[config.mk]
export PLATFORM = sky130hd
export DESIGN_NAME = contiguous_slot_allocator
export DESIGN_NICKNAME = d
export VERILOG_FILES = /design/src/csa_pkg.sv /design/src/csa_ctrl.sv /design/src/csa_dp.sv /design/src/contiguous_slot_allocator.sv
export SDC_FILE = /design/constraint.sdc
export NUM_CORES = 1
export LEC_CHECK = 0
export BUFFER_PORTS_ARGS = -buffer_cell sky130_fd_sc_hd__buf_2
export CORE_MARGIN = 10
export CORE_UTILIZATION = 30
export DETAILED_ROUTE_END_ITERATION = 10
export PLACE_DENSITY_LB_ADDON = 0.25
export SLEW_MARGIN = 10
export SYNTH_ARGS = -nofsm -noshare
export SYNTH_HDL_FRONTEND = slang
export SYNTH_SLANG_ARGS = --single-unit
[constraint.sdc]
create_clock -name clk_i -period 7 [get_ports clk_i]
set_input_delay 1.75 -clock clk_i [delete_from_list [all_inputs] [get_ports clk_i]]
set_output_delay 1.75 -clock clk_i [all_outputs]
set_load 0.1 [all_outputs]
[src/csa_pkg.sv]
`default_nettype none

package csa_pkg;

  // Built slot table size
  localparam int MAX_SLOTS = 64;
  localparam int SLOT_W    = $clog2(MAX_SLOTS);
  localparam int CNT_W     = SLOT_W + 1;

  // Fixed field widths
  localparam int ACT_W   = 2;
  localparam int LEN_W   = 16;
  localparam int SCNT_W  = 7;
  localparam int BYTES_W = 11;
  localparam int CFG_W   = 11;
  localparam int START_W = 6;
  localparam int RCNT_W  = 7;

  // Divider sizing: dividend is length + slot_bytes - 1
  localparam int DIVD_W = LEN_W + 1;
  localparam int REM_W  = BYTES_W + 1;
  localparam int STEP_W = $clog2(DIVD_W);

  // Free count sweep: GRP slots per cycle
  localparam int GRP       = 8;
  localparam int GRP_W     = $clog2(GRP);
  localparam int NGRP      = (MAX_SLOTS + GRP - 1) / GRP;
  localparam int GRP_IDX_W = (NGRP > 1) ? $clog2(NGRP) : 1;

  localparam logic [SCNT_W-1:0]  RESET_SLOT_COUNT = SCNT_W'(64);
  localparam logic [BYTES_W-1:0] RESET_SLOT_BYTES = BYTES_W'(16);

  localparam logic [ACT_W-1:0] ACT_ALLOC   = 2'd0;
  localparam logic [ACT_W-1:0] ACT_RELEASE = 2'd1;
  localparam logic [ACT_W-1:0] ACT_COUNT   = 2'd2;

  localparam logic CFG_SLOT_COUNT = 1'b0;
  localparam logic CFG_SLOT_BYTES = 1'b1;

  typedef struct packed {
    logic [ACT_W-1:0]   action;
    logic [LEN_W-1:0]   value_length;
    logic [START_W-1:0] start_slot;
    logic [RCNT_W-1:0]  release_count;
  } item_t;

  typedef struct packed {
    logic              found;
    logic [5:0]        run_start;
    logic [6:0]        slots_needed;
    logic [6:0]        free_slots;
  } result_t;

  typedef struct packed {
    logic load;
    logic div_step;
    logic scan_step;
    logic mark;
    logic rel;
    logic cnt_step;
  } cmd_t;

  typedef struct packed {
    logic div_last;
    logic alloc_skip;
    logic scan_hit;
    logic scan_last;
    logic cnt_last;
  } stat_t;

endpackage

`default_nettype wire

[src/csa_ctrl.sv]
`default_nettype none

module csa_ctrl (
  input  wire logic                      clk_i,
  input  wire logic                      rst_ni,
  input  wire logic                      start_i,
  input  wire logic [csa_pkg::ACT_W-1:0] action_i,
  input  wire csa_pkg::stat_t            stat_i,
  output csa_pkg::cmd_t                  cmd_o,
  output logic                           busy_o,
  output logic                           done_o
);

  typedef enum logic [2:0] {
    S_IDLE,
    S_DIV,
    S_CHECK,
    S_SCAN,
    S_MARK,
    S_REL,
    S_COUNT
  } state_e;

  state_e state_q, state_d;
  logic   done_q, done_d;
  logic   accept;

  assign accept = start_i && (state_q == S_IDLE);

  always_comb begin
    state_d = state_q;
    done_d  = 1'b0;
    unique case (state_q)
      S_IDLE: begin
        if (start_i) begin
          if (action_i == csa_pkg::ACT_ALLOC) begin
            state_d = S_DIV;
          end else if (action_i == csa_pkg::ACT_RELEASE) begin
            state_d = S_REL;
          end else begin
            state_d = S_COUNT;
          end
        end
      end
      S_DIV: begin
        if (stat_i.div_last) begin
          state_d = S_CHECK;
        end
      end
      S_CHECK: begin
        state_d = stat_i.alloc_skip ? S_COUNT : S_SCAN;
      end
      S_SCAN: begin
        if (stat_i.scan_hit) begin
          state_d = S_MARK;
        end else if (stat_i.scan_last) begin
          state_d = S_COUNT;
        end
      end
      S_MARK:  state_d = S_COUNT;
      S_REL:   state_d = S_COUNT;
      S_COUNT: begin
        if (stat_i.cnt_last) begin
          state_d = S_IDLE;
          done_d  = 1'b1;
        end
      end
      default: state_d = S_IDLE;
    endcase
  end

  always_ff @(posedge clk_i or negedge rst_ni) begin
    if (!rst_ni) begin
      state_q <= S_IDLE;
      done_q  <= 1'b0;
    end else begin
      state_q <= state_d;
      done_q  <= done_d;
    end
  end

  always_comb begin
    cmd_o           = '0;
    cmd_o.load      = accept;
    cmd_o.div_step  = (state_q == S_DIV);
    cmd_o.scan_step = (state_q == S_SCAN);
    cmd_o.mark      = (state_q == S_MARK);
    cmd_o.rel       = (state_q == S_REL);
    cmd_o.cnt_step  = (state_q == S_COUNT);
  end

  assign busy_o = (state_q != S_IDLE);
  assign done_o = done_q;

endmodule

`default_nettype wire

[src/csa_dp.sv]
`default_nettype none

module csa_dp (
  input  wire logic                      clk_i,
  input  wire logic                      rst_ni,
  input  wire logic                      cfg_we_i,
  input  wire logic                      cfg_idx_i,
  input  wire logic [csa_pkg::CFG_W-1:0] cfg_data_i,
  input  wire csa_pkg::item_t            item_i,
  input  wire csa_pkg::cmd_t             cmd_i,
  output csa_pkg::stat_t                 stat_o,
  output csa_pkg::result_t               result_o
);

  localparam int MS       = csa_pkg::MAX_SLOTS;
  localparam int SW       = csa_pkg::SLOT_W;
  localparam int CW       = csa_pkg::CNT_W;
  localparam int DW       = csa_pkg::DIVD_W;
  localparam int RW       = csa_pkg::REM_W;
  localparam int BW       = csa_pkg::BYTES_W;
  localparam int SCW      = csa_pkg::SCNT_W;
  localparam int GW       = csa_pkg::GRP_W;
  localparam int GIW      = csa_pkg::GRP_IDX_W;
  localparam int PAD_W    = csa_pkg::NGRP * csa_pkg::GRP;
  localparam int SIDX_W   = GIW + GW;
  localparam int STEP_W_L = csa_pkg::STEP_W - 1;

  // Configuration
  logic [SCW-1:0] slot_count_q;
  logic [BW-1:0]  slot_bytes_q;

  // Slot table
  logic [MS-1:0] busy_q, busy_d;

  // Latched request
  logic [csa_pkg::ACT_W-1:0]   act_q;
  logic [csa_pkg::START_W-1:0] start_q;
  logic [csa_pkg::RCNT_W-1:0]  rcount_q;

  // Divider
  logic [DW-1:0]     dq_q, dq_d;
  logic [RW-1:0]     rem_q, rem_d, rem_sh;
  logic [STEP_W_L:0] step_q;

  // Scan
  logic [CW-1:0] idx_q, run_q, run_inc;
  logic [SW-1:0] pos_q;
  logic          found_q;

  // Free count
  logic [GIW-1:0] grp_q;
  logic [CW-1:0]  cnt_q, grp_sum;

  logic [BW-1:0]  bytes_eff;
  logic [SCW-1:0] used_n;
  logic           over;
  logic [CW-1:0]  need;
  logic           ge;
  logic           slot_free;
  logic [CW:0]    mark_end, rel_end;
  logic [MS-1:0]  alloc_mask, rel_mask;
  logic [PAD_W-1:0] busy_pad;
  logic [csa_pkg::GRP-1:0] gbits;
  logic [SIDX_W-1:0] sidx;

  assign bytes_eff = (slot_bytes_q == '0) ? BW'(1) : slot_bytes_q;
  assign used_n    = (slot_count_q > SCW'(MS)) ? SCW'(MS) : slot_count_q;

  // Quotient after the last divide step
  assign over = (dq_q > DW'(MS));
  assign need = over ? CW'(MS) : dq_q[CW-1:0];

  // Restoring divide, one quotient bit per cycle
  always_comb begin
    rem_sh = {rem_q[RW-2:0], dq_q[DW-1]};
    ge     = (rem_sh >= {1'b0, bytes_eff});
    rem_d  = ge ? (rem_sh - {1'b0, bytes_eff}) : rem_sh;
    dq_d   = {dq_q[DW-2:0], ge};
  end

  assign run_inc   = run_q + CW'(1);
  assign slot_free = !busy_q[idx_q[SW-1:0]];

  assign mark_end = {1'b0, CW'(pos_q)} + {1'b0, need};
  assign rel_end  = (CW+1)'(start_q) + (CW+1)'(rcount_q);

  always_comb begin
    for (int j = 0; j < MS; j++) begin
      alloc_mask[j] = ((CW+1)'(j) >= (CW+1)'(pos_q)) && ((CW+1)'(j) < mark_end);
      rel_mask[j]   = ((CW+1)'(j) >= (CW+1)'(start_q)) && ((CW+1)'(j) < rel_end)
                      && ((CW+1)'(j) < (CW+1)'(used_n));
    end
  end

  always_comb begin
    busy_d = busy_q;
    if (cmd_i.mark) begin
      busy_d = busy_q | alloc_mask;
    end else if (cmd_i.rel) begin
      busy_d = busy_q & ~rel_mask;
    end
  end

  // Free slots in one group of the table
  always_comb begin
    busy_pad           = '1;
    busy_pad[MS-1:0]   = busy_q;
    gbits              = busy_pad[{grp_q, GW'(0)} +: csa_pkg::GRP];
    grp_sum            = '0;
    sidx               = '0;
    for (int k = 0; k < csa_pkg::GRP; k++) begin
      sidx = {grp_q, GW'(k)};
      if (!gbits[k] && ((SCW + SIDX_W)'(sidx) < (SCW + SIDX_W)'(used_n))) begin
        grp_sum = grp_sum + CW'(1);
      end
    end
  end

  always_ff @(posedge clk_i or negedge rst_ni) begin
    if (!rst_ni) begin
      slot_count_q <= csa_pkg::RESET_SLOT_COUNT;
      slot_bytes_q <= csa_pkg::RESET_SLOT_BYTES;
      busy_q       <= '0;
    end else begin
      if (cfg_we_i) begin
        unique case (cfg_idx_i)
          csa_pkg::CFG_SLOT_COUNT: slot_count_q <= cfg_data_i[SCW-1:0];
          csa_pkg::CFG_SLOT_BYTES: slot_bytes_q <= cfg_data_i[BW-1:0];
          default: ;
        endcase
      end
      busy_q <= busy_d;
    end
  end

  always_ff @(posedge clk_i) begin
    if (cmd_i.load) begin
      act_q    <= item_i.action;
      start_q  <= item_i.start_slot;
      rcount_q <= item_i.release_count;
      dq_q     <= DW'(item_i.value_length) + DW'(bytes_eff) - DW'(1);
      rem_q    <= '0;
      step_q   <= '0;
      idx_q    <= '0;
      run_q    <= '0;
      pos_q    <= '0;
      found_q  <= 1'b0;
      grp_q    <= '0;
      cnt_q    <= '0;
    end else begin
      if (cmd_i.div_step) begin
        dq_q   <= dq_d;
        rem_q  <= rem_d;
        step_q <= step_q + (STEP_W_L + 1)'(1);
      end
      if (cmd_i.scan_step) begin
        idx_q <= idx_q + CW'(1);
        run_q <= slot_free ? run_inc : '0;
        if (stat_o.scan_hit) begin
          pos_q <= SW'(idx_q + CW'(1) - need);
        end
      end
      if (cmd_i.mark) begin
        found_q <= 1'b1;
      end
      if (cmd_i.cnt_step) begin
        grp_q <= grp_q + GIW'(1);
        cnt_q <= cnt_q + grp_sum;
      end
    end
  end

  always_comb begin
    stat_o            = '0;
    stat_o.div_last   = (step_q == (STEP_W_L + 1)'(DW - 1));
    stat_o.alloc_skip = (dq_q == '0) || over || (need > CW'(used_n));
    stat_o.scan_hit   = slot_free && (run_inc == need);
    stat_o.scan_last  = ((idx_q + CW'(1)) == CW'(used_n));
    stat_o.cnt_last   = (grp_q == GIW'(csa_pkg::NGRP - 1));
  end

  always_comb begin
    result_o              = '0;
    result_o.found        = found_q;
    result_o.run_start    = found_q ? 6'(pos_q) : 6'd0;
    result_o.slots_needed = (act_q == csa_pkg::ACT_ALLOC) ? 7'(need) : 7'd0;
    result_o.free_slots   = 7'(cnt_q);
  end

endmodule

`default_nettype wire

[src/contiguous_slot_allocator.sv]
// Allocate divides, checks, scans up to 64 slots and marks a found run; release
//   clears its run; every item, a free count report too, ends with the count sweep.
// One item at a time; the 17-step divider and the one-slot-per-cycle scan
//   set the allocate time, the free count sweep takes 8 slots a cycle.
// done_o is high for one cycle with result_o; the receiver cannot stall.
// Reset frees all slots and loads slot_count 64 and slot_bytes 16.
`default_nettype none

module contiguous_slot_allocator (
  input  wire logic                      clk_i,
  input  wire logic                      rst_ni,
  input  wire logic                      start,
  output logic                           busy,
  input  wire csa_pkg::item_t            item_i,
  output logic                           done_o,
  output csa_pkg::result_t               result_o,
  input  wire logic                      cfg_we_i,
  input  wire logic                      cfg_idx_i,
  input  wire logic [csa_pkg::CFG_W-1:0] cfg_data_i
);

  csa_pkg::cmd_t  cmd;
  csa_pkg::stat_t stat;

  csa_ctrl u_ctrl (
    .clk_i    (clk_i),
    .rst_ni   (rst_ni),
    .start_i  (start),
    .action_i (item_i.action),
    .stat_i   (stat),
    .cmd_o    (cmd),
    .busy_o   (busy),
    .done_o   (done_o)
  );

  csa_dp u_dp (
    .clk_i      (clk_i),
    .rst_ni     (rst_ni),
    .cfg_we_i   (cfg_we_i),
    .cfg_idx_i  (cfg_idx_i),
    .cfg_data_i (cfg_data_i),
    .item_i     (item_i),
    .cmd_i      (cmd),
    .stat_o     (stat),
    .result_o   (result_o)
  );

  // An accepted item keeps the block busy until its result
  a_accept_busy: assert property (@(posedge clk_i) disable iff (!rst_ni)
    (start && !busy) |=> busy)
    else $error("accepted item did not raise busy");

  a_done_idle: assert property (@(posedge clk_i) disable iff (!rst_ni)
    done_o |-> !busy)
    else $error("result strobed while still working");

  a_found_need: assert property (@(posedge clk_i) disable iff (!rst_ni)
    (done_o && result_o.found) |->
      (result_o.slots_needed != 7'd0) &&
      ((8'(result_o.run_start) + 8'(result_o.slots_needed)) <= 8'(csa_pkg::MAX_SLOTS)))
    else $error("allocated run does not fit the table");

  a_free_range: assert property (@(posedge clk_i) disable iff (!rst_ni)
    done_o |-> (result_o.free_slots <= 7'(csa_pkg::MAX_SLOTS)))
    else $error("free count beyond table size");

endmodule

`default_nettype wire

==> results.py <==
metrics = {
    "critical_path": {
        "regToRegStartpoint": "u_dp.slot_count_q[6]$_DFFE_PN1P_",
        "worstPathRequired_ps": 7350,
        "critical_path.endpoint_type": "flop",
        "crit_arrival_ps": 6980,
        "r2r-end": "u_dp.cnt_q[6]$_SDFFE_PP0P_",
        "cp-start-kind": "flop",
        "crit_fanout": 7,
        "critPathKind": "reg -> reg",
        "critPathMaxStageDelay_ps": 540,
        "ff2ff_path_depth": 31,
        "slowest_stage": "dfstp_2",
        "crit_top_cell": "ha_1",
        "rrSetupSlack_ps": 370,
    },
    "grt": {
        "grt_pass1_vias": 12500,
        "grt_max_degree": 66,
        "grt_first_pass_wirelength_um": 83000,
        "grt_antenna_before_repair": 7,
        "overflow": 0,
        "grt_usage_pct": 20.7,
    },
    "synth": {
        "synth-seq-cells": 165,
        "synth_edf_count": 32,
        "synth_top_cell_area_share_pct": 15.7,
        "syn_area_mm2": 0.0134,
        "yosys_warnings": 0,
        "synthFlopType": "dfrtp_1",
        "synthCells": 1596,
        "syn-num-nets": 1733,
        "postSynthAreaPerCell_um2": 8.41,
        "async_flop_share_pct": 52.1,
        "seq_area_frac_synth_pct": 30.2,
        "yosysTopAreaCell": "dfrtp_1",
        "synth_cell_type_count": 85,
        "synthTopCellsByArea": "dfrtp_1 (16%), ha_1 (7.8%), edfxtp_1 (7.2%)",
    },
    "timing": {
        "hold_viol": 0,
        "setup_viol": 0,
        "worst_pin_slew_ps": 1270,
        "finalCriticalPeriod_ps": 6630,
        "period_share_pct": 94.7,
        "achievable-frequency_ghz": 0.151,
        "fin_setup_tns_ps": 0,
        "rsz0062_at_grt": "false",
        "whs_ps": 463,
        "relSlewSlack_pct": 15.2,
        "finalMaxSlewViolations": 0,
        "finClkSkew_ps": 16.6,
    },
    "detailed_routing": {
        "drt_iter0_drc": 1424,
        "antenna_left": 0,
        "vias": 13000,
        "drc": 0,
        "wire_per_inst_um": 24.9,
        "first_pass_iters": 5,
        "drt-vias-per-instance": 5.77,
        "routed_wl_um": 56000,
    },
    "clock_network": {
        "clockBufferDepth": 2,
        "cts_hold_buffers": 0,
        "clk_pin_slew_ps": 80,
        "clk-insertion-delay-late_ps": 500,
        "cts-htree-levels": 4,
        "tritoncts": "built",
        "cts.sinks": 165,
        "cts_root_buffer": "clkbuf_16",
        "cts_buffers": 17,
        "cts_setup_buffers": 0,
        "cts_resized": 0,
    },
    "pwr": {
        "vdd_ir_drop_max_mv": 0.194,
        "power.leakage_nw": 5.95,
        "pwr_density_cell_mw_per_mm2": 331,
    },
    "min_path": {
        "whs_path_depth": 2,
        "hold_end": "u_dp.rem_q[10]$_SDFFE_PP0P_",
        "hp-class": "reg -> reg",
        "min-delay-start": "u_dp.rem_q[10]$_SDFFE_PP0P_",
    },
    "finish": {
        "post-route-cell-area_mm2": 0.0152,
        "layout-drive-gt1-share_pct": 14.4,
        "syn_to_final_growth_pct": 13.2,
        "fillCellCount": 4582,
        "layout_common_cells": "nand2_1 (213), nor2_1 (132), inv_1 (101), a21oi_1 (101), o21ai_0 (97)",
        "nets": 1782,
        "fin_cells": 2251,
        "layout_commonest_cell": "nand2_1",
    },
    "placement": {
        "dp_hpwl_um": 42600,
        "port_buffers": 69,
        "gp_congestion": 1.00,
        "placed_cell_area_mm2": 0.0145,
        "dp.cells": 2218,
    },
    "floorplanning": {
        "die_w_um": 232,
        "start_util_pct": 30.4,
        "die_h_um": 232,
        "coreArea_mm2": 0.0442,
        "die_area_mm2": 0.0536,
        "row_count": 77,
        "io_pins": 70,
    },
    "run_status": {
        "status": "finished, final reports clean",
    },
    "job": {
        "maxCapViolCount": 0,
    },
}
## power by group
group	internal (mW)	leakage, nW	switching, mW
clock	0.542	0.296	0.492
sequential	1.20	1.50	0.300
combinational	0.871	4.15	1.62
total	2.62	5.95	2.42
## final cells by class
cell class	count	area, µm²	area share (%)
inverters	105	394	2.59
multi-input cells	1246	8720	57.4
clock inverters	15	194	1.28
well taps	592	741	4.88
clock buffers	17	425	2.80
flip-flops and latches	165	4060	26.7
repair buffers	110	656	4.32
diodes	1	2.50	0.0165
## worst max-delay path, delay by kind of cell, from the launching register on
family / cells / cell delay [ps]
XOR/XNOR: 1 / 160
buffers and inverters: 4 / 400
AND/OR/NAND/NOR: 9 / 770
adder cells (fa/ha/maj): 8 / 2480
flip-flops: 1 / 540
AO/OA/AOI/OAI: 7 / 1530
multiplexers: 2 / 590
## layer usage
metal / up-vias / global-route usage [%] / routed length [µm]
met5: - / 0 / 53
met4: 8 / 9.62 / 2330
met3: 131 / 6.50 / 5320
met2: 632 / 30.8 / 24100
met1: 6320 / 26.9 / 24100
li1: 5904 / - / -
## state kept, by name, summed over array words and instances, names as in the netlist, 5 cells and up
signal             count
u_dp.idx_q             7
u_dp.rcount_q          7
u_dp.dq_q             17
u_dp.slot_bytes_q     11
u_dp.start_q           6
u_dp.cnt_q             7
u_dp.run_q             7
u_dp.rem_q            11
u_dp.busy_pad         64
u_dp.step_q            5
u_dp.pos_q             6
u_dp.slot_count_q      7
## cells in the mapped netlist (all sizes together), types with 17 or more instances
cell type and count:
ha 84, edfxtp 32, dfrtp 84, mux4 37, nor2 133, xor2 27
clkbuf 67, a32o 18, dfxtp 47, o21ai 120, a21oi 102, nor2b 17
mux2 25, a31oi 23, xnor2 48, inv 104, nand2b 21, a21o 23
and2 22, nand4 20, nor3 42, nand2 215, mux2i 21, nand3 33
## kinds of logic after synthesis
kind of cell / count (synthesis) / synth area share, %
fa+ha+maj: 90 / 8.72
flops: 165 / 30.2
xor+xnor: 77 / 5.29
simple gates: 561 / 19.3
mux: 83 / 9.98
other cells: 1 / 0.0279
buf+inv: 185 / 5.38
compound gates: 434 / 21.1
## through the flow
stage	utilization, %	setup WS (ps)	power, mW
finish	34.4	369	5.03
global route	34.4	20.5	5.33
CTS	34.2	108	5.01
detailed placement	32.8	148	3.95
global placement	32.8	231	3.94
floorplan	-	149	3.17
## worst max path at each step
stage                                                start                    endpoint  cells after the start
after global routing      u_dp.slot_count_q[6]$_DFFE_PN1P_  u_dp.cnt_q[6]$_SDFFE_PP0P_                     31
after detailed placement  u_dp.slot_count_q[6]$_DFFE_PN1P_  u_dp.cnt_q[6]$_SDFFE_PP0P_                     30
after floorplan           u_dp.slot_count_q[6]$_DFFE_PN1P_  u_dp.cnt_q[6]$_SDFFE_PP0P_                     31
after global placement    u_dp.slot_count_q[6]$_DFFE_PN1P_  u_dp.cnt_q[6]$_SDFFE_PP0P_                     30
final                     u_dp.slot_count_q[6]$_DFFE_PN1P_  u_dp.cnt_q[6]$_SDFFE_PP0P_                     31
after CTS                 u_dp.slot_count_q[6]$_DFFE_PN1P_  u_dp.cnt_q[6]$_SDFFE_PP0P_                     30
Note: power is estimated with default switching activity, not from simulation.
